## src/hdl/json_token_serializer_assert.svh

```systemverilog
// Assertion macros shared by the serialiser modules.
`ifndef JSON_TOKEN_SERIALIZER_ASSERT_SVH
`define JSON_TOKEN_SERIALIZER_ASSERT_SVH

// The condition must hold at every rising edge outside reset.
`define JTS_ASSERT(lbl, cond) \
	lbl: assert property (@(posedge clk) disable iff (!arst_n) (cond)) \
		else $error("assertion failed");

// The consequent must hold at the same edge as the antecedent.
`define JTS_IMPLY(lbl, ante, cons) \
	lbl: assert property (@(posedge clk) disable iff (!arst_n) (ante) |-> (cons)) \
		else $error("assertion failed");

// The consequent must hold at the edge after the antecedent.
`define JTS_NEXT(lbl, ante, cons) \
	lbl: assert property (@(posedge clk) disable iff (!arst_n) (ante) |=> (cons)) \
		else $error("assertion failed");

`endif

```

## src/hdl/jts_pkg.sv

```systemverilog
// Types, token codes, characters and helper functions of the JSON serialiser.
package jts_pkg;

	localparam logic [2:0] KIND_OBJ_OPEN  = 3'd0;
	localparam logic [2:0] KIND_OBJ_CLOSE = 3'd1;
	localparam logic [2:0] KIND_ARR_OPEN  = 3'd2;
	localparam logic [2:0] KIND_ARR_CLOSE = 3'd3;
	localparam logic [2:0] KIND_STR_OPEN  = 3'd4;
	localparam logic [2:0] KIND_STR_BYTE  = 3'd5;
	localparam logic [2:0] KIND_STR_CLOSE = 3'd6;
	localparam logic [2:0] KIND_INT       = 3'd7;

	localparam logic [7:0] CH_COMMA  = 8'h2c;
	localparam logic [7:0] CH_COLON  = 8'h3a;
	localparam logic [7:0] CH_LBRACE = 8'h7b;
	localparam logic [7:0] CH_RBRACE = 8'h7d;
	localparam logic [7:0] CH_LBRACK = 8'h5b;
	localparam logic [7:0] CH_RBRACK = 8'h5d;
	localparam logic [7:0] CH_QUOTE  = 8'h22;
	localparam logic [7:0] CH_BSLASH = 8'h5c;
	localparam logic [7:0] CH_SLASH  = 8'h2f;
	localparam logic [7:0] CH_MINUS  = 8'h2d;
	localparam logic [7:0] CH_ZERO   = 8'h30;
	localparam logic [7:0] CH_LOW_U  = 8'h75;
	localparam logic [7:0] CH_LOW_B  = 8'h62;
	localparam logic [7:0] CH_LOW_F  = 8'h66;
	localparam logic [7:0] CH_LOW_N  = 8'h6e;
	localparam logic [7:0] CH_LOW_R  = 8'h72;
	localparam logic [7:0] CH_LOW_T  = 8'h74;
	localparam logic [7:0] CTRL_MAX  = 8'h1f;
	localparam logic [7:0] NIB_MASK  = 8'h0f;

	typedef struct packed {
		logic odd;
		logic items;
		logic array;
	} lvl_t;

	typedef struct packed {
		logic            err;
		logic [5:0][7:0] pre;
		logic [2:0]      pre_n;
		logic [31:0]     mag;
		logic [3:0]      dig_n;
	} plan_t;

	function automatic logic [33:0] pow10(input logic [3:0] k);
		logic [33:0] r;
		case (k)
			4'd0: r = 34'd1;
			4'd1: r = 34'd10;
			4'd2: r = 34'd100;
			4'd3: r = 34'd1000;
			4'd4: r = 34'd10000;
			4'd5: r = 34'd100000;
			4'd6: r = 34'd1000000;
			4'd7: r = 34'd10000000;
			4'd8: r = 34'd100000000;
			4'd9: r = 34'd1000000000;
			default: r = 34'd0;
		endcase
		return r;
	endfunction

	function automatic logic [7:0] hex_char(input logic [3:0] v);
		logic [7:0] r;
		r = (v < 4'd10) ? (8'h30 + {4'd0, v}) : (8'h57 + {4'd0, v});
		return r;
	endfunction

endpackage

```

## src/hdl/jts_front.sv

```systemverilog
// Input register, nesting stack and byte plan for each token.
module jts_front #(
	parameter int MAX_NESTING = 16
) (
	input  logic              clk,
	input  logic              arst_n,
	input  logic              s_tvalid,
	output logic              s_tready,
	input  logic [39:0]       s_tdata,
	input  logic [2:0]        s_tuser,
	input  logic              take,
	output logic              plan_valid,
	output jts_pkg::plan_t    plan
);

	localparam int AW = (MAX_NESTING > 1) ? $clog2(MAX_NESTING) : 1;
	localparam int DW = $clog2(MAX_NESTING + 1);

	logic              valid_s1_q;
	logic [2:0]        kind_s1;
	logic [7:0]        tb_s1;
	logic [31:0]       iv_s1;
	logic [DW-1:0]     depth_q;
	jts_pkg::lvl_t     top_q;
	jts_pkg::lvl_t     below_q;
	jts_pkg::lvl_t     mem [MAX_NESTING];

	logic              load;
	logic              is_open;
	logic              is_close;
	logic              wants_sep;
	logic              err;
	logic              sep_v;
	logic [7:0]        sep_b;
	jts_pkg::lvl_t     top_upd;
	logic [5:0][7:0]   body;
	logic [2:0]        body_n;
	logic [31:0]       mag;
	logic [8:0]        ge;

	assign s_tready   = !valid_s1_q || take;
	assign plan_valid = valid_s1_q;
	assign load       = valid_s1_q && take;

	always_ff @(posedge clk or negedge arst_n) begin
		if (!arst_n) begin
			valid_s1_q <= 1'b0;
		end else if (s_tvalid && s_tready) begin
			valid_s1_q <= 1'b1;
		end else if (load) begin
			valid_s1_q <= 1'b0;
		end
	end

	always_ff @(posedge clk) begin
		if (s_tvalid && s_tready) begin
			kind_s1 <= s_tuser;
			tb_s1   <= s_tdata[7:0];
			iv_s1   <= s_tdata[39:8];
		end
	end

	always_comb begin
		is_open   = (kind_s1 == jts_pkg::KIND_OBJ_OPEN) || (kind_s1 == jts_pkg::KIND_ARR_OPEN);
		is_close  = (kind_s1 == jts_pkg::KIND_OBJ_CLOSE) || (kind_s1 == jts_pkg::KIND_ARR_CLOSE);
		wants_sep = is_open || (kind_s1 == jts_pkg::KIND_STR_OPEN) ||
			(kind_s1 == jts_pkg::KIND_INT);
		err = (is_open && (depth_q == DW'(MAX_NESTING))) || (is_close && (depth_q == '0));
		sep_v   = 1'b0;
		sep_b   = jts_pkg::CH_COMMA;
		top_upd = top_q;
		if (wants_sep && !err && (depth_q != '0)) begin
			sep_v = top_q.items;
			if (!top_q.array && top_q.odd) begin
				sep_b = jts_pkg::CH_COLON;
			end
			top_upd.items = 1'b1;
			top_upd.odd   = !top_q.odd;
		end
		mag = iv_s1[31] ? (32'd0 - iv_s1) : iv_s1;
		for (int i = 1; i < 10; i++) begin
			ge[i-1] = {2'b00, mag} >= jts_pkg::pow10(4'(i));
		end
		body   = '0;
		body_n = 3'd1;
		case (kind_s1)
			jts_pkg::KIND_OBJ_OPEN:  body[0] = jts_pkg::CH_LBRACE;
			jts_pkg::KIND_OBJ_CLOSE: body[0] = jts_pkg::CH_RBRACE;
			jts_pkg::KIND_ARR_OPEN:  body[0] = jts_pkg::CH_LBRACK;
			jts_pkg::KIND_ARR_CLOSE: body[0] = jts_pkg::CH_RBRACK;
			jts_pkg::KIND_STR_OPEN:  body[0] = jts_pkg::CH_QUOTE;
			jts_pkg::KIND_STR_CLOSE: body[0] = jts_pkg::CH_QUOTE;
			jts_pkg::KIND_STR_BYTE: begin
				body[0] = jts_pkg::CH_BSLASH;
				body_n  = 3'd2;
				case (tb_s1)
					jts_pkg::CH_QUOTE, jts_pkg::CH_BSLASH, jts_pkg::CH_SLASH: body[1] = tb_s1;
					8'h08: body[1] = jts_pkg::CH_LOW_B;
					8'h0c: body[1] = jts_pkg::CH_LOW_F;
					8'h0a: body[1] = jts_pkg::CH_LOW_N;
					8'h0d: body[1] = jts_pkg::CH_LOW_R;
					8'h09: body[1] = jts_pkg::CH_LOW_T;
					default: begin
						if (tb_s1 <= jts_pkg::CTRL_MAX) begin
							body[1] = jts_pkg::CH_LOW_U;
							body[2] = jts_pkg::CH_ZERO;
							body[3] = jts_pkg::CH_ZERO;
							body[4] = jts_pkg::hex_char(tb_s1[7:4]);
							body[5] = jts_pkg::hex_char(4'(tb_s1 & jts_pkg::NIB_MASK));
							body_n  = 3'd6;
						end else begin
							body[0] = tb_s1;
							body_n  = 3'd1;
						end
					end
				endcase
			end
			default: begin
				body[0] = jts_pkg::CH_MINUS;
				body_n  = {2'b00, iv_s1[31]};
			end
		endcase
		plan.err   = err;
		plan.mag   = mag;
		plan.dig_n = 4'd0;
		if (err) begin
			plan.pre   = '0;
			plan.pre_n = 3'd1;
		end else begin
			if (kind_s1 == jts_pkg::KIND_INT) begin
				plan.dig_n = 4'd1 + 4'($countones(ge));
			end
			plan.pre_n = body_n + {2'b00, sep_v};
			if (sep_v) begin
				plan.pre[0] = sep_b;
				for (int i = 1; i < 6; i++) begin
					plan.pre[i] = body[i-1];
				end
			end else begin
				plan.pre = body;
			end
		end
	end

	always_ff @(posedge clk or negedge arst_n) begin
		if (!arst_n) begin
			depth_q <= '0;
		end else if (load && !err) begin
			if (is_open) begin
				depth_q <= depth_q + DW'(1);
			end else if (is_close) begin
				depth_q <= depth_q - DW'(1);
			end
		end
	end

	always_ff @(posedge clk) begin
		if (load && !err) begin
			if (is_open) begin
				top_q   <= '{odd: 1'b0, items: 1'b0,
					array: (kind_s1 == jts_pkg::KIND_ARR_OPEN)};
				below_q <= top_upd;
				if (depth_q != '0) begin
					mem[AW'(depth_q - DW'(1))] <= top_upd;
				end
			end else if (is_close) begin
				top_q   <= below_q;
				below_q <= mem[AW'(depth_q - DW'(3))];
			end else begin
				top_q <= top_upd;
			end
		end
	end

	`include "json_token_serializer_assert.svh"

	`JTS_ASSERT(a_depth_bound, depth_q <= DW'(MAX_NESTING))
	`JTS_IMPLY(a_err_single, plan_valid && plan.err, plan.pre_n == 3'd1 && plan.dig_n == 4'd0)

endmodule

```

## src/hdl/jts_emit.sv

```systemverilog
// Result register that sends the planned bytes and the decimal digits one a cycle while m_tready is high.
module jts_emit (
	input  logic              clk,
	input  logic              arst_n,
	input  logic              plan_valid,
	input  jts_pkg::plan_t    plan,
	output logic              take,
	output logic              m_tvalid,
	input  logic              m_tready,
	output logic [7:0]        m_tdata,
	output logic              m_tlast,
	output logic [0:0]        m_tuser
);

	logic              pl_valid_q;
	logic              err_q;
	logic [5:0][7:0]   pre_q;
	logic [2:0]        pre_n_q;
	logic [2:0]        idx_q;
	logic [31:0]       rem_q;
	logic [3:0]        dig_n_q;

	logic              in_pre;
	logic [3:0]        kdig;
	logic [33:0]       cand [10];
	logic [8:0]        ge;
	logic [3:0]        digit;
	logic [33:0]       sub;
	logic              fire;

	always_comb begin
		in_pre = idx_q < pre_n_q;
		kdig   = dig_n_q - 4'd1;
		cand[0] = '0;
		for (int j = 1; j < 10; j++) begin
			cand[j]  = jts_pkg::pow10(kdig) * 34'(j);
			ge[j-1]  = {2'b00, rem_q} >= cand[j];
		end
		digit = 4'($countones(ge));
		sub   = cand[digit];
		if (in_pre) begin
			m_tdata = pre_q[idx_q];
			m_tlast = (idx_q == (pre_n_q - 3'd1)) && (dig_n_q == 4'd0);
		end else begin
			m_tdata = jts_pkg::CH_ZERO + {4'd0, digit};
			m_tlast = dig_n_q == 4'd1;
		end
	end

	assign m_tvalid   = pl_valid_q;
	assign m_tuser[0] = err_q;
	assign fire       = pl_valid_q && m_tready;
	assign take       = !pl_valid_q || (fire && m_tlast);

	always_ff @(posedge clk or negedge arst_n) begin
		if (!arst_n) begin
			pl_valid_q <= 1'b0;
			idx_q      <= '0;
			dig_n_q    <= '0;
		end else if (plan_valid && take) begin
			pl_valid_q <= 1'b1;
			idx_q      <= '0;
			dig_n_q    <= plan.dig_n;
		end else if (fire) begin
			if (m_tlast) begin
				pl_valid_q <= 1'b0;
			end else if (in_pre) begin
				idx_q <= idx_q + 3'd1;
			end else begin
				dig_n_q <= dig_n_q - 4'd1;
			end
		end
	end

	always_ff @(posedge clk) begin
		if (plan_valid && take) begin
			err_q   <= plan.err;
			pre_q   <= plan.pre;
			pre_n_q <= plan.pre_n;
			rem_q   <= plan.mag;
		end else if (fire && !m_tlast && !in_pre) begin
			rem_q <= rem_q - sub[31:0];
		end
	end

	`include "json_token_serializer_assert.svh"

	`JTS_IMPLY(a_err_is_last, m_tvalid && m_tuser[0], m_tlast && m_tdata == 8'd0)
	`JTS_ASSERT(a_digits_bound, dig_n_q <= 4'd10)
	`JTS_NEXT(a_digit_advances, fire && !m_tlast && !in_pre, dig_n_q == $past(dig_n_q) - 4'd1)

endmodule

```

## src/hdl/json_token_serializer.sv

```systemverilog
// Top level: minified JSON writer turning tokens into a byte stream.
// A token passes the input register, then the result register, before its first byte is shown.
// One output byte per cycle while m_tready is high.
// The input register takes the next token while the current one is still being sent.
// Decimal digits come from a power-of-ten compare unit, one digit per cycle while m_tready is high.
// Reset clears the nesting depth and both valid flags; stack entries need no clearing.
module json_token_serializer #(
	parameter int MAX_NESTING = 16
) (
	input  logic        clk,
	input  logic        arst_n,
	input  logic        s_tvalid,
	output logic        s_tready,
	input  logic [39:0] s_tdata,   // text_byte[7:0], int_value[39:8]
	input  logic [2:0]  s_tuser,   // kind[2:0]
	output logic        m_tvalid,
	input  logic        m_tready,
	output logic [7:0]  m_tdata,   // out_byte[7:0]
	output logic        m_tlast,
	output logic [0:0]  m_tuser    // error[0]
);

	logic              take;
	logic              plan_valid;
	jts_pkg::plan_t    plan;

	jts_front #(.MAX_NESTING(MAX_NESTING)) u_front (
		.clk        (clk),
		.arst_n     (arst_n),
		.s_tvalid   (s_tvalid),
		.s_tready   (s_tready),
		.s_tdata    (s_tdata),
		.s_tuser    (s_tuser),
		.take       (take),
		.plan_valid (plan_valid),
		.plan       (plan)
	);

	jts_emit u_emit (
		.clk        (clk),
		.arst_n     (arst_n),
		.plan_valid (plan_valid),
		.plan       (plan),
		.take       (take),
		.m_tvalid   (m_tvalid),
		.m_tready   (m_tready),
		.m_tdata    (m_tdata),
		.m_tlast    (m_tlast),
		.m_tuser    (m_tuser)
	);

endmodule
```

## config.mk

```make
export PLATFORM = sky130hd
export DESIGN_NAME = json_token_serializer
export DESIGN_NICKNAME = d
export VERILOG_FILES = /design/src/hdl/jts_pkg.sv /design/src/hdl/jts_front.sv /design/src/hdl/jts_emit.sv /design/src/hdl/json_token_serializer.sv
export VERILOG_INCLUDE_DIRS = /design/src /design/src/hdl
export SDC_FILE = /design/constraint.sdc
export NUM_CORES = 1
export LEC_CHECK = 0
export BUFFER_PORTS_ARGS = -buffer_cell sky130_fd_sc_hd__buf_2
export CAP_MARGIN = 10
export CORE_MARGIN = 1.5
export CORE_UTILIZATION = 50
export DETAILED_ROUTE_END_ITERATION = 7
export PLACE_DENSITY_LB_ADDON = 0.08
export SLEW_MARGIN = 10
export SYNTH_ARGS = -nofsm -noshare
export SYNTH_HDL_FRONTEND = slang
export SYNTH_MEMORY_MAX_BITS = 65536
export SYNTH_SLANG_ARGS = --single-unit
```

## constraint.sdc

```tcl
create_clock -name clk -period 36 [get_ports clk]
set_input_delay 1.8 -clock clk [delete_from_list [all_inputs] [get_ports clk]]
set_output_delay 1.8 -clock clk [all_outputs]
set_load 0.01 [all_outputs]
```

# ---- After elaboration in Yosys (flattened, before gate mapping)
# Memory sizes are Yosys's and may differ from the RTL's.
# Cells that the tools add are included.
dict set report op_classes {
  mul 5
  add_sub_neg 31
  bitwise 1
  n_div 0
  eq_ne 20
  magnitude_cmp 24
  n_mux 52
  n_reduce_logical 45
  shift 0
}
# cell count
set op_table {}
lappend op_table {{>= comparator 32 x 34 -> 1 bit} 9}
lappend op_table {{two-way mux 32 bit} 6}
lappend op_table {{binary-select mux 34 bit (select 4 bit)} 1}
lappend op_table {{case mux 8 bit (6 select lines)} 2}
lappend op_table {{two-way mux 40 bit} 2}
lappend op_table {{multiplier 34 x 3 -> 34 bit (second input constant)} 2}
lappend op_table {{two-way mux 8 bit} 7}
lappend op_table {{two-way mux 48 bit} 1}
lappend op_table {{== test 8 x 4 -> 1 bit (second input constant)} 5}
lappend op_table {{multiplier 34 x 2 -> 33 bit (second input constant)} 1}
lappend op_table {{multiplier 34 x 2 -> 34 bit (second input constant)} 1}
lappend op_table {{multiplier 34 x 4 -> 34 bit (second input constant)} 1}
lappend op_table {{>= comparator 32 x 10 -> 1 bit (second input constant)} 1}
lappend op_table {{>= comparator 32 x 14 -> 1 bit (second input constant)} 1}
lappend op_table {{>= comparator 32 x 17 -> 1 bit (second input constant)} 1}
lappend op_table {{>= comparator 32 x 20 -> 1 bit (second input constant)} 1}
lappend op_table {{>= comparator 32 x 24 -> 1 bit (second input constant)} 1}
lappend op_table {{>= comparator 32 x 27 -> 1 bit (second input constant)} 1}
lappend op_table {{>= comparator 32 x 30 -> 1 bit (second input constant)} 1}
lappend op_table {{>= comparator 32 x 4 -> 1 bit (second input constant)} 1}
lappend op_table {{>= comparator 32 x 7 -> 1 bit (second input constant)} 1}
lappend op_table {{subtractor 1 x 32 -> 32 bit (first input constant)} 1}
lappend op_table {{subtractor 32 bit} 1}
lappend op_table {{two-way mux 3 bit} 9}
lappend op_table {{48 further kinds} 120}
dict set report word_totals {
  latch_bits 0
  register_bits 147
  inputBits 47
  mem_bits_rw 48
  mem_bits_ro 4320
  n_memories 10
  wordCells 211
}
# memory words word_bits rd rd_clocked_by_memory_dff wr line
set memory_table {}
lappend memory_table {{(name not given)} 16 30 1 0 0 jts_pkg.sv:49} ;# case (k)
lappend memory_table {{(name not given)} 16 30 1 0 0 jts_pkg.sv:49}
lappend memory_table {{(name not given)} 16 30 1 0 0 jts_pkg.sv:49}
lappend memory_table {{(name not given)} 16 30 1 0 0 jts_pkg.sv:49}
lappend memory_table {{(name not given)} 16 30 1 0 0 jts_pkg.sv:49}
lappend memory_table {{(name not given)} 16 30 1 0 0 jts_pkg.sv:49}
lappend memory_table {{4 more memories} n/a n/a n/a n/a n/a n/a}

# ---- Depth between registers and ports, before layout
# Gate-level depths: netlist (run 1).
# An unclocked memory read counts as a cell.
dict set report logic_depth {
  depth_word 15
  ltp_mapped 57
  depth_no_buf 52
}

# ---- Modules after synthesis
# Synthesis (run 1) repeated with hierarchy kept, for this count alone.
dict set report hier_totals {
  cells_unflattened 3027
  hier_area_um2 26691.8
}
# module seq_area_each_um2 area_per_inst_um2 cells_each n_inst
set modules_own_cells {}
lappend modules_own_cells {jts_emit 2722.6 19851.5 2382 1}
lappend modules_own_cells {jts_front 3062.9 6840.3 645 1}

# ---- Worst setup path before layout (run 1)
# No wires, ideal clock.
dict set report synth_path {
  kind {register to register}
  start {register u_emit.dig_n_q[0]}
  end {register u_emit.rem_q[30], data pin}
  arrival_time_ns 12.298
  n_path_buf 6
  stages_incl_launch_ff 52
  setup_slack_ns 23.416
  required_ns 35.714
  period_less_slack_ns 12.584
  path_cell_list {dfrtp_1 -> clkbuf_1 -> inv_1 -> ha_1 -> clkbuf_1 -> or2_2 -> o31a_1 -> o21ai_0 -> inv_1 -> fa_1 -> inv_1 -> ha_1 -> nor3_1 -> o21bai_1 -> a31oi_1 -> nor2_1 -> a2111oi_0 -> o21ai_0 -> [16 not listed] -> ha_1 -> clkbuf_1 -> clkbuf_1 -> clkbuf_1 -> clkbuf_1 -> o211ai_1 -> o211ai_1 -> o2bb2ai_1 -> ha_1 -> a211o_1 -> or4_1 -> o21a_1 -> a32oi_1 -> o31ai_1 -> a41o_1 -> o41ai_1 -> xor2_1 -> mux2i_1}
}
dict set report synth_via {
  elab_chain_len 15
}
# element line
set synth_rtl {}
lappend synth_rtl {{from (decl)} jts_emit.sv:21} ;# logic [3:0] dig_n_q;
lappend synth_rtl {{from (signal assigned)} jts_emit.sv:63} ;# dig_n_q <= plan.dig_n;
lappend synth_rtl {{from (signal assigned)} jts_emit.sv:70} ;# dig_n_q <= dig_n_q - 4'd1;
lappend synth_rtl {{subtractor 4 x 1 -> 4 bit} jts_emit.sv:33} ;# kdig = dig_n_q - 4'd1;
lappend synth_rtl {{memory (16 x 30 bit)} n/a}
lappend synth_rtl {{multiplier 34 x 2 -> 34 bit, or another cell as far along} jts_emit.sv:36} ;# cand[j] = jts_pkg::pow10(kdig) * 34'(j);
lappend synth_rtl {{>= comparator 32 x 34 -> 1 bit} jts_emit.sv:37} ;# ge[j-1] = {2'b00, rem_q} >= cand[j];
lappend synth_rtl {{adder 1 x 1 -> 2 bit (implied by the code)} jts_emit.sv:39} ;# digit = 4'($countones(ge));
lappend synth_rtl {{adder 4 bit (implied by the code) (2 in series)} jts_emit.sv:39}
lappend synth_rtl {{adder 4 x 1 -> 4 bit (implied by the code)} jts_emit.sv:39}
lappend synth_rtl {{inverter 4 -> 5 bit (implied by the code)} jts_emit.sv:40} ;# sub = cand[digit];
lappend synth_rtl {{binary-select mux 34 bit (select 4 bit)} jts_emit.sv:40}
lappend synth_rtl {{two-way mux 32 bit (implied by the code) (2 in series)} jts_emit.sv:40}
lappend synth_rtl {{subtractor 32 bit} jts_emit.sv:82} ;# rem_q <= rem_q - sub[31:0];
lappend synth_rtl {{two-way mux 32 bit} jts_emit.sv:81} ;# end else if (fire && !m_tlast && !in_pre) begin
lappend synth_rtl {{two-way mux 32 bit (*)} jts_emit.sv:76} ;# if (plan_valid && take) begin
lappend synth_rtl {{to (signal assigned)} jts_emit.sv:80} ;# rem_q <= plan.mag;
lappend synth_rtl {{to (signal assigned)} jts_emit.sv:82}
lappend synth_rtl {{to (decl)} jts_emit.sv:20} ;# logic [31:0] rem_q;
# Mark *: on every way between the ends. The rest lies on a longest branch, timed or not. The select of a mux whose other input is x is not followed.
# A chain may end at the register's enable or synchronous reset.

# ---- Worst setup path in the final report (run 1)
dict set report layout_path {
  start {register u_emit.dig_n_q[0]}
  end {register u_emit.rem_q[29], data pin}
}
# The elaborated chain is that of the path after synthesis.

==> flow_metrics.env, run 1 <==
export IMPL_status="complete, no violations"
export IMPL_stdcell_area_mm2=0.02773
export IMPL_insertion_delay_ns=0.49
export IMPL_synth_edff_count=172
export IMPL_grt_max_degree=81
export IMPL_hold_viol_final=0
export IMPL_ant_nets=0
export IMPL_maxCapViolations=0
export IMPL_ff2ff_setup_slack_ns=19.78
export IMPL_slowest_delay_ns=1.09
export IMPL_slew_headroom=0.1278
export IMPL_critPathRequiredTime_ns=36.19
export IMPL_cp_slowest_cell="a2111oi_0"
export IMPL_placed_cell_area_mm2=0.02712
export IMPL_die_x_um=231.5
export IMPL_setup_tns_ns=0
export IMPL_initial_core_util=0.5077
export IMPL_fin_crit_sh=0.4507
export IMPL_layout_area_seq_mm2=0.005515
export IMPL_vias=24647
export IMPL_dp_hpwl_um=74590
export IMPL_cp_max_fo=52
export IMPL_clock_fmax_mhz=61.64
export IMPL_critical_path_startpoint_type="flip-flop"
export IMPL_drive_gt1_frac=0.07042
export IMPL_clkTransAtPathRegs_ns=0.08
export IMPL_synth_ff_type="edfxtp_1"
export IMPL_die_area_mm2=0.05357
export IMPL_synth_yosys_seq_area_share=0.2113
export IMPL_ys_seq_elements=186
export IMPL_worstHoldPathType="flip-flop to flip-flop"
export IMPL_drc=0
export IMPL_r2r_end="u_emit.rem_q[29]"
export IMPL_final_max_slew_viol_count=0
export IMPL_overflow=0
export IMPL_ctsResizeCount=0
export IMPL_cts_num_sinks=186
export IMPL_dr_pass1_iters=6
export IMPL_yosys_warnings=0
export IMPL_cpMostUsedCell="o21ai_0"
export IMPL_io_pins=59
export IMPL_cp_end_kind="flip-flop"
export IMPL_die_y_um=231.5
export IMPL_endpoint="u_emit.rem_q[29]"
export IMPL_place_inst=3687
export IMPL_grt_antenna_before_repair=2
export IMPL_numCtsBuffers=17
export IMPL_r2r_cells=49
export IMPL_cts_buffer_depth=2
export IMPL_grt_pass1_vias=23691
export IMPL_dr_first_iter_drc_count=2438
export IMPL_gp_congestion=1.083
export IMPL_num_rows=83
export IMPL_arrival_ns=16.41
export IMPL_critPathKind="flip-flop to flip-flop"
export IMPL_min_period_ns=16.22
export IMPL_grt_usage=0.3476
export IMPL_port_buffers=58
export IMPL_synthTopCellsByArea="ha_1 22%, edfxtp_1 20%, a21oi_1 4.8%"
export IMPL_async_flop_share=0.07527
export IMPL_startpoint="u_emit.dig_n_q[0]"
export IMPL_worst_slew_pin_slew_ns=1.275
export IMPL_cts_tree="done"
export IMPL_netlist_area_mm2=0.02610
export IMPL_finalWirelength_um=93270
export IMPL_antenna_cells=0
export IMPL_grt_pass1_wl_um=141000
export IMPL_yosys_area_top_type="ha_1"
export IMPL_cts_setup_buffers=0
export IMPL_stdcell_count=3719
export IMPL_yosysTopAreaCellShare=0.2225
export IMPL_multi_input_area_mm2=0.01961
export IMPL_syn_inst=3019
export IMPL_fin_skew_ns=0.01987
export IMPL_setup_viol=0
export IMPL_syn_avg_cell_area_um2=8.644
export IMPL_rsz0062_at_grt="false"
export IMPL_ys_types=88
export IMPL_fp_coreArea_mm2=0.05141
export IMPL_ctsHoldBuffers=0
export IMPL_wl_per_cell_um=25.08
export IMPL_vias_per_cell=6.627
export IMPL_r2r_start="u_emit.dig_n_q[0]"
export IMPL_area_growth_pct=6.252
export IMPL_ctsHtreeMaxLevel=4
export IMPL_cts_root_buf="clkbuf_16"
export IMPL_fillers=4748
export IMPL_nNetsFinal=3571
layer usage:
metal | track usage | routed length [um] | vias up
met4 | 0.1287 | 3485 | 4
li1 | - | - | 11467
met5 | 0 | 23 | -
met1 | 0.4888 | 41560 | 11920
met3 | 0.06422 | 8106 | 142
met2 | 0.5283 | 40100 | 1114
cell type report:
| class | instances | area share |
|---|---|---|
| repair buffers | 90 | 0.01913 |
| inverters | 165 | 0.02234 |
| multi-input cells | 2566 | 0.7072 |
| clock inverters | 15 | 0.006362 |
| flip-flops and latches | 186 | 0.1989 |
| clock buffers | 17 | 0.01534 |
| well taps | 680 | 0.03068 |
synthesized netlist by cell type, types with 47 or more instances:
master    number
nand4_1       60
nor2_1       195
inv_1        160
nand3_1       61
o21ai_0      221
ha_1         464
nand2_1      233
xor2_1        83
nor3_1        65
edfxtp_1     172
xnor2_1       82
nor2b_1       47
clkbuf_1     102
a21oi_1      251
a21o_1       118
worst max-delay path: cells and delay by family, from the launching register on:
| kind | cells | cell delay (ns) |
|---|---|---|
| compound gates | 25 | 6.95 |
| fa+ha+maj | 9 | 3.27 |
| buf+inv | 7 | 2.44 |
| simple gates | 7 | 2.32 |
| flops | 1 | 0.65 |
| xor+xnor | 1 | 0.25 |
sequential cells by signal, summed over array words and instances (netlist names):
register	flops
u_emit.pre_q	39
u_front.plan_valid	1
u_emit.dig_n_q	4
u_front.tb_s1	8
u_emit.m_tuser	1
u_emit.idx_q	3
u_emit.m_tvalid	1
u_front.top_q	3
u_front.below_q	3
u_front.iv_s1	32
u_front.kind_s1	3
u_emit.rem_q	32
u_emit.pre_n_q	3
u_front.depth_q	5
u_front.mem	48
kinds of logic after synthesis:
| logic type | after synthesis | share of synthesized area |
|---|---|---|
| DFF | 186 | 0.2113 |
| muxes | 67 | 0.03840 |
| xor gates and xnor gates | 166 | 0.05600 |
| other | 1 | 0.0001437 |
| and+or+nand+nor | 854 | 0.1643 |
| adders and majority gates | 498 | 0.2485 |
| AOI/OAI and AO/OA | 971 | 0.2410 |
| buffers and inverters | 276 | 0.04027 |
worst min path at each step:
stage / end / startpoint / depth (start not counted)
CTS: u_emit.m_tvalid / u_front.plan_valid / 1
global route: u_emit.m_tvalid / u_front.plan_valid / 1
detailed placement: u_emit.m_tvalid / u_front.plan_valid / 1
finish: u_emit.m_tvalid / u_front.plan_valid / 1
floorplan: u_emit.m_tvalid / u_front.plan_valid / 1
global placement: u_front.depth_q[4] / u_front.depth_q[4] / 1
metrics by stage:
| step | setup WS (ns) | utilization | hold slack [ns] |
|---|---|---|---|
| after floorplan | 23.42 | - | 0.4799 |
| after detailed placement | 20.19 | 0.5276 | 0.5213 |
| final | 19.78 | 0.5394 | 0.5453 |
| after global routing | 19.09 | 0.5394 | 0.5759 |
| after CTS | 20.16 | 0.5393 | 0.5422 |
| after global placement | 20.72 | 0.5276 | 0.5131 |
placed cells by master, fill, tap and decap left out, types with 12 or more instances in the layout:
cell type / instances
nand2b_1: 43
mux4_2: 25
nand4_1: 60
nor3b_1: 12
dfrtp_1: 14
a31oi_1: 31
or3_1: 17
o22ai_1: 20
clkbuf_16: 17
o211ai_1: 44
a211oi_1: 28
nor3_1: 65
o21ai_0: 219
fa_1: 33
xor2_1: 82
and4_1: 12
nor2_1: 195
o21a_1: 30
o31ai_1: 26
buf_4: 32
ha_1: 463
or2_2: 16
inv_1: 160
a21oi_1: 251
nor2b_1: 47
o21bai_1: 18
nand3_1: 60
a211o_1: 12
mux2_2: 15
a21o_1: 118
and3_1: 28
xnor2_1: 82
a21boi_0: 13
buf_2: 58
nand2_1: 233
mux2i_1: 27
nor4_1: 19
edfxtp_1: 172
Power of run 1 is left out: the tool's default activity adds up to more than one toggle a clock period on the data nets, which glitch-free logic cannot reach.
==> run 2, diff against run 1 <==
- ABC_AREA: unset -> 1
- clock period: 36 -> 14.4 ns (I/O delays scaled with it)
==> flow_metrics.env, run 2 <==
export IMPL_status="complete, no violations"
export IMPL_ff2ff_setup_slack_ns=1.64
export IMPL_grt_antenna_before_repair=0
export IMPL_final_common_cell="nand2_1"
export IMPL_final_core_util=0.5447
export IMPL_top_regs="u_front.mem: 48 flops, u_emit.pre_q: 39 flops"
export IMPL_synth_edff_count=172
export IMPL_syn_inst=3786
export IMPL_cpMostUsedCell="inv_1"
export IMPL_stdcell_count=4555
export IMPL_grt_pass1_vias=26373
export IMPL_cp_max_fo=12
export IMPL_grt_pass1_wl_um=155400
export IMPL_netlist_area_mm2=0.02697
export IMPL_maxCapViolations=0
export IMPL_layout_common_cells="836 x nand2_1, 464 x ha_1, 445 x inv_1"
export IMPL_synthTopCellsByArea="ha_1 22%, edfxtp_1 19%, nand2_1 12%"
export IMPL_initial_core_util=0.5091
export IMPL_ctsHtreeMaxLevel=4
export IMPL_num_rows=84
export IMPL_critPathRequiredTime_ns=14.65
export IMPL_antenna_cells=0
export IMPL_drive_gt1_frac=0.05948
export IMPL_grt_usage=0.3690
export IMPL_ys_seq_elements=186
export IMPL_worst_slew_pin_slew_ns=1.120
export IMPL_slew_headroom=0.2482
export IMPL_ant_nets=0
export IMPL_largest_register_ffs=48
export IMPL_synth_ff_type="edfxtp_1"
export IMPL_overflow=0
export IMPL_io_pins=59
export IMPL_gp_congestion=1.055
export IMPL_final_max_slew_viol_count=0
export IMPL_fp_coreArea_mm2=0.05297
export IMPL_cts_tree="done"
export IMPL_insertion_delay_ns=0.50
export IMPL_die_area_mm2=0.05533
export IMPL_r2r_end="u_emit.rem_q[23]"
export IMPL_synthMostInstantiatedCell="nand2_1"
export IMPL_async_flop_share=0.07527
export IMPL_min_period_ns=12.76
export IMPL_dr_first_iter_drc_count=3106
export IMPL_port_buffers=58
export IMPL_cts_num_sinks=186
export IMPL_syn_avg_cell_area_um2=7.123
export IMPL_ctsHoldBuffers=0
export IMPL_numCtsBuffers=17
export IMPL_hold_viol_final=0
export IMPL_place_inst=4523
export IMPL_fin_crit_sh=0.8860
export IMPL_synth_yosys_seq_area_share=0.2045
export IMPL_cp_end_kind="flip-flop"
export IMPL_largest_register="u_front.mem"
export IMPL_yosys_warnings=0
export IMPL_fillers=5416
export IMPL_slowest_delay_ns=0.58
export IMPL_die_y_um=235.2
export IMPL_drc=0
export IMPL_arrival_ns=13.01
export IMPL_dp_hpwl_um=82920
export IMPL_r2r_cells=51
export IMPL_worstHoldPathType="primary input to async pin"
export IMPL_synthTopCellsByCount="836 x nand2_1, 464 x ha_1, 446 x inv_1"
export IMPL_critPathKind="flip-flop to flip-flop"
export IMPL_cts_setup_buffers=0
export IMPL_die_x_um=235.2
export IMPL_timing_hold_ws_ns=0.1524
export IMPL_finalWirelength_um=102800
export IMPL_r2r_start="u_emit.dig_n_q[0]"
export IMPL_setup_tns_ns=0
export IMPL_yosysTopAreaCellShare=0.2153
export IMPL_setup_viol=0
export IMPL_vias=27474
export IMPL_ctsResizeCount=0
export IMPL_cp_slowest_cell="nand2_1"
export IMPL_rsz0062_at_grt="false"
export IMPL_vias_per_cell=6.032
export IMPL_area_growth_pct=6.992
export IMPL_yosys_area_top_type="ha_1"
export IMPL_cts_root_buf="clkbuf_16"
export IMPL_clock_fmax_mhz=78.38
export IMPL_clkTransAtPathRegs_ns=0.08
export IMPL_wl_per_cell_um=22.56
export IMPL_dr_pass1_iters=6
export IMPL_critical_path_startpoint_type="flip-flop"
export IMPL_cts_buffer_depth=2
export IMPL_fin_skew_ns=0.01962
export IMPL_ys_types=71
export IMPL_nNetsFinal=4399
export IMPL_grt_max_degree=73
run 2: changes by cell type in the layout (fill, tap and decap cells not counted), sizes merged, moves of 25 or more:
cell,change
mux4,-25
nand2b,-43
a21o,-108
a21oi,+41
nor2b,-46
xnor2,-42
o21ai,+28
nand3,+149
and3,-26
nor2,+146
nand4,+29
nand2,+618
inv,+298
run 2: per-stage QoR:
stage | setup WS [ns] | instance area [um^2]
finish | 1.642 | 28850
global route | 0.7763 | 28850
CTS | 1.956 | 28850
detailed placement | 1.994 | 28250
global placement | 2.165 | 28250
floorplan | 3.984 | 27000
run 2: worst max-delay path: cells and delay by family, from the launching register on:
family / cells / cell delay [ns]
and+or+nand+nor: 18 / 3.78
adders and majority gates: 10 / 3.56
AOI/OAI and AO/OA: 10 / 2.35
buffers and inverters: 12 / 2.11
DFF: 1 / 0.47
xor gates and xnor gates: 1 / 0.27
run 2: area by class of cell:
class | instances | area [um^2] | share of cell area
well taps | 688 | 860.8 | 0.02984
clock inverters | 15 | 171.4 | 0.005941
flip-flops and latches | 186 | 5515 | 0.1912
repair buffers | 104 | 635.6 | 0.02203
multi-input cells | 3075 | 19480 | 0.6751
clock buffers | 17 | 425.4 | 0.01474
inverters | 470 | 1764 | 0.06115
run 2: kinds of logic (layout without fill, tap and decap cells):
group | Yosys count | in the layout | share of synthesized area
simple gates | 1661 | 1661 | 0.2680
compound gates | 778 | 778 | 0.1688
buf+inv | 534 | 606 | 0.07507
fa+ha+maj | 498 | 498 | 0.2405
flops | 186 | 186 | 0.2045
xor+xnor | 116 | 116 | 0.03851
mux | 12 | 12 | 0.004455
other cells | 1 | 10 | 0.0001391
run 2: worst max path at each step:
stage,from,end,slack (ns)
2_1_floorplan,u_emit.dig_n_q[0],u_emit.rem_q[23],3.98
3_3_place_gp,u_emit.dig_n_q[0],u_emit.rem_q[23],2.17
3_5_place_dp,u_emit.dig_n_q[0],u_emit.rem_q[23],1.99
4_1_cts,u_emit.dig_n_q[0],u_emit.rem_q[22],1.96
5_1_grt,u_emit.dig_n_q[0],u_emit.rem_q[23],0.78
6_report,u_emit.dig_n_q[0],u_emit.rem_q[23],1.64
run 2: per-layer routing:
layer | wire [um] | track usage | part of all wire | up-vias
met1 | 43190 | 0.4910 | 0.42 | 12714
met5 | 0 | 0 | 0 | -
met3 | 9366 | 0.06801 | 0.091 | 274
met4 | 5850 | 0.1822 | 0.057 | 0
li1 | - | - | - | 13242
met2 | 44370 | 0.5752 | 0.43 | 1244
Power of run 2 is left out for the same reason.
